--- src/hdl/ccc_store.sv ---
module ccc_store #(
    parameter int DEPTH = 64,
    parameter int DW    = 16
) (
    input  logic                     i_clk,
    input  logic                     i_we,
    input  logic [$clog2(DEPTH)-1:0] i_waddr,
    input  logic [DW-1:0]            i_wdata,
    input  logic [$clog2(DEPTH)-1:0] i_raddr,
    output logic [DW-1:0]            o_rdata
);
    logic [DW-1:0] r_mem [DEPTH];
    logic [DW-1:0] r_rdata;

    always_ff @(posedge i_clk) begin
        if (i_we) begin
            r_mem[i_waddr] <= i_wdata;
        end
        r_rdata <= r_mem[i_raddr];
    end

    assign o_rdata = r_rdata;
endmodule

--- config.mk ---
export PLATFORM = sky130hd
export DESIGN_NAME = ccc_store
export DESIGN_NICKNAME = d
export VERILOG_FILES = /design/src/hdl/ccc_store.sv
export SDC_FILE = /design/constraint.sdc
export NUM_CORES = 1
export LEC_CHECK = 0
export ABC_AREA = 0
export BUFFER_PORTS_ARGS = -buffer_cell sky130_fd_sc_hd__buf_2
export CAP_MARGIN = 20
export CORE_MARGIN = 10
export CORE_UTILIZATION = 63
export CTS_CLUSTER_SIZE = 16
export DETAILED_ROUTE_END_ITERATION = 16
export GPL_TIMING_DRIVEN = 0
export PLACE_DENSITY_LB_ADDON = 0.3
export SYNTH_ARGS = -nofsm -noshare
export SYNTH_HDL_FRONTEND = slang
export SYNTH_SLANG_ARGS = --single-unit
--- constraint.sdc ---
create_clock -name i_clk -period 6.48 [get_ports i_clk]
set_clock_uncertainty 0.1 [all_clocks]
set_input_delay 0.324 -clock i_clk [delete_from_list [all_inputs] [get_ports i_clk]]
set_output_delay 0.324 -clock i_clk [all_outputs]
set_load 0.01 [all_outputs]
==> impl_metrics.tcl <==
set metrics [dict create \
    outcome "finished, final reports clean" \
    fmax_mhz 379.8 \
    gp_congestion 0.9284 \
    num_io_pins 46 \
    avgSynthCellArea_sq_um 21.89 \
    synth.yosys.warnings 0 \
    cts_sinks 1040 \
    root_buffer "clkbuf_16" \
    r2r_setup_slack_ns 3.91 \
    clockPowerShare_pct 39.4 \
    clk_pin_slew_ns 0.06 \
    vdd_drop_max_mv 0.2540 \
    ant_nets 0 \
    first_global_vias 20307 \
    synth-simple-area-share_pct 2.647 \
    hold_class "input pin to register" \
    layout_common_cells "1024 x edfxtp_1, 220 x mux4_2, 99 x clkbuf_16" \
    grt_max_degree 65 \
    place_hpwl_um 62900 \
    synth_top_family_by_area "multiplexers" \
    pre_cts_slack_ns 3.308 \
    wl_per_cell_um 33.31 \
    period_needed_ns 2.633 \
    synth-main-ff-cell "edfxtp_1" \
    worstReg2RegEnd "o_rdata[15]$_DFF_P_" \
    synth-seq-area-share_pct 77.59 \
    synth-edff-count 1024 \
    maxCapViolations 0 \
    initial_utilization_pct 63.59 \
    worstSkewPairLatency_ns 0.66 \
    antenna_found_initial 7 \
    vias 20151 \
    track_usage_pct 26.66 \
    final_common_cell "edfxtp_1" \
    slew_violations 0 \
    clockBufferDepth 3 \
    synth_xor_area_share_pct 0 \
    synthCells 1829 \
    syn-num-nets 1859 \
    fin_nets 2051 \
    muxShareOfSynthArea_pct 15.52 \
    row_count 92 \
    design.core.area_sq_mm 0.06297 \
    internal_power_uw 10680 \
    drive_gt1_share_pct 29.27 \
    die_area_sq_mm 0.07404 \
    numCtsBuffers 98 \
    seqPwrFrac_pct 54.9 \
    cts_setup_buffers 0 \
    crit_arrival_ns 3.03 \
    routed_wl_um 98200 \
    netlist_area_sq_mm 0.04004 \
    power_density_mw_per_mm2 300.1 \
    synth-adder-area-share_pct 0 \
    worst_slew_pin_slew_ns 1.106 \
    leakage_uw 0.01436 \
    die_w_um 272.1 \
    drt-vias-per-instance 6.835 \
    setup_viol 0 \
    syn2layout_area_growth_pct 13.12 \
    rr_worst_depth 5 \
    ys_seq_elements 1040 \
    drc_errors 0 \
    grt_pass1_wl_um 141600 \
    crit_fanout 10 \
    final.setup.tns_ns 0 \
    post_cts_resized 0 \
    synth_compound_area_share_pct 2.409 \
    cts_htree_levels 3 \
    max_slew_margin_pct 26.19 \
    fin_crit_sh_pct 40.64 \
    layout_setup_ws_ns 3.847 \
    port_buffers 38 \
    rr_startpoint "r_mem[23][15]$_DFFE_PP_" \
    swShare_pct 21.40 \
    ys_types 43 \
    globalRouteOverflowTotal 0 \
    min_path_cells 1 \
    cts_tree "built" \
    startpoint_type "input pin" \
    min_to "r_mem[21][10]$_DFFE_PP_" \
    min_from "i_wdata[10]" \
    combPwrFrac_pct 5.7 \
    synthArstFlopShare_pct 0 \
    fin_total_pwr_uw 13590 \
    finalHoldViolations 0 \
    crit_type "input pin to register" \
    die_y_um 272.1 \
    first_pass_iters 6 \
    drt_iter0_drc 2853 \
    required_ns 6.88 \
    critPathCaptureType "register" \
    power.switching_uw 2909 \
    rsz0062_at_grt "no" \
]
[cells by family after synthesis]
logic type	count (synthesis)
flops	1040
mux	336
simple gates	220
compound gates	129
buf+inv	104
[Yosys cell counts, types with 8 or more instances]
library cell  number  area share, %
a22oi_1           39           0.73
buf_6             17           0.48
a211o_1            8           0.17
nand3_1           24           0.30
a221oi_1          16           0.35
nand2_1           59           0.55
a311oi_1           8           0.17
dfxtp_1           16           0.80
nor2_1            72           0.67
nor2b_1           30           0.47
clkbuf_1          24           0.22
mux4_2           220             12
mux2_2            27           0.76
edfxtp_1        1024             77
a31oi_1            8           0.12
buf_2             36           0.45
a21oi_1           17           0.21
mux2i_1           85            2.1
a211oi_1           8           0.15
buf_4             13           0.24
nand4_1           12           0.19
[power groups by stage]
stage | Combinational (uW) | Sequential (uW) | Clock [uW]
2_1_floorplan | 386 | 7610 | 0
3_3_place_gp | 706 | 7600 | 0
3_5_place_dp | 748 | 7600 | 0
4_1_cts | 753 | 7460 | 5380
5_1_grt | 803 | 7460 | 5660
6_report | 776 | 7460 | 5360
[what timing repair did]
item	in CTS	in global routing
hold buffers	1	5
hold endpoints to repair	16	49
setup endpoints to repair	0	0
[final cells by class]
cell class	instances	area, sq um
Sequential cell	1040	31070
Fill cell	3518	17670
Multi-Input combinational cell	685	8404
Clock buffer	119	2552
Timing Repair Buffer	92	1061
Tap cell	846	1059
Buffer	104	733.2
Clock inverter	58	407.9
Antenna cell	4	10.01
[layer usage]
layer	vias to the layer above	global-route usage, %	wire (um)
met3	249	6.668	10580
met2	1348	41.21	46810
li1	8072	-	-
met4	6	12.68	5127
met5	-	0	42
met1	10476	35.72	35640
[through the flow]
step	util, %	cell area [sq um]	hold slack [ns]	cells
floorplan	-	40040	0.3229	1829
global placement	65.58	41290	0.6241	2713
detailed placement	66.87	42110	0.6248	2753
CTS	71.59	45080	0.09706	2931
global route	71.93	45290	0.02141	2945
finish	71.94	45300	0.02255	2948
[state kept, by name, indices dropped and copies added, names as in the netlist]
name,count
r_mem,1024
o_rdata,16
[worst max-delay path: stages]
cell      delay [ns]
buf_2           0.22
buf_4           0.23
buf_2           0.49
mux4_2          0.39
mux2i_1         0.39
a22oi_1         0.19
a31oi_1         0.66
a311oi_1        0.11
[worst max-delay path by stage]
stage | from | end | slack [ns] | depth (start not counted)
after floorplan | i_waddr[3] | r_mem[48][0]$_DFFE_PP_ | 4.02 | 4
after global placement | i_waddr[4] | r_mem[49][1]$_DFFE_PP_ | 2.91 | 3
after detailed placement | i_waddr[2] | r_mem[37][11]$_DFFE_PP_ | 3.31 | 4
after CTS | i_waddr[2] | r_mem[37][11]$_DFFE_PP_ | 3.98 | 4
after global routing | i_waddr[1] | r_mem[15][2]$_DFFE_PP_ | 3.81 | 3
final | i_raddr[2] | o_rdata[4]$_DFF_P_ | 3.85 | 8
(Power assumes the default switching activity.)
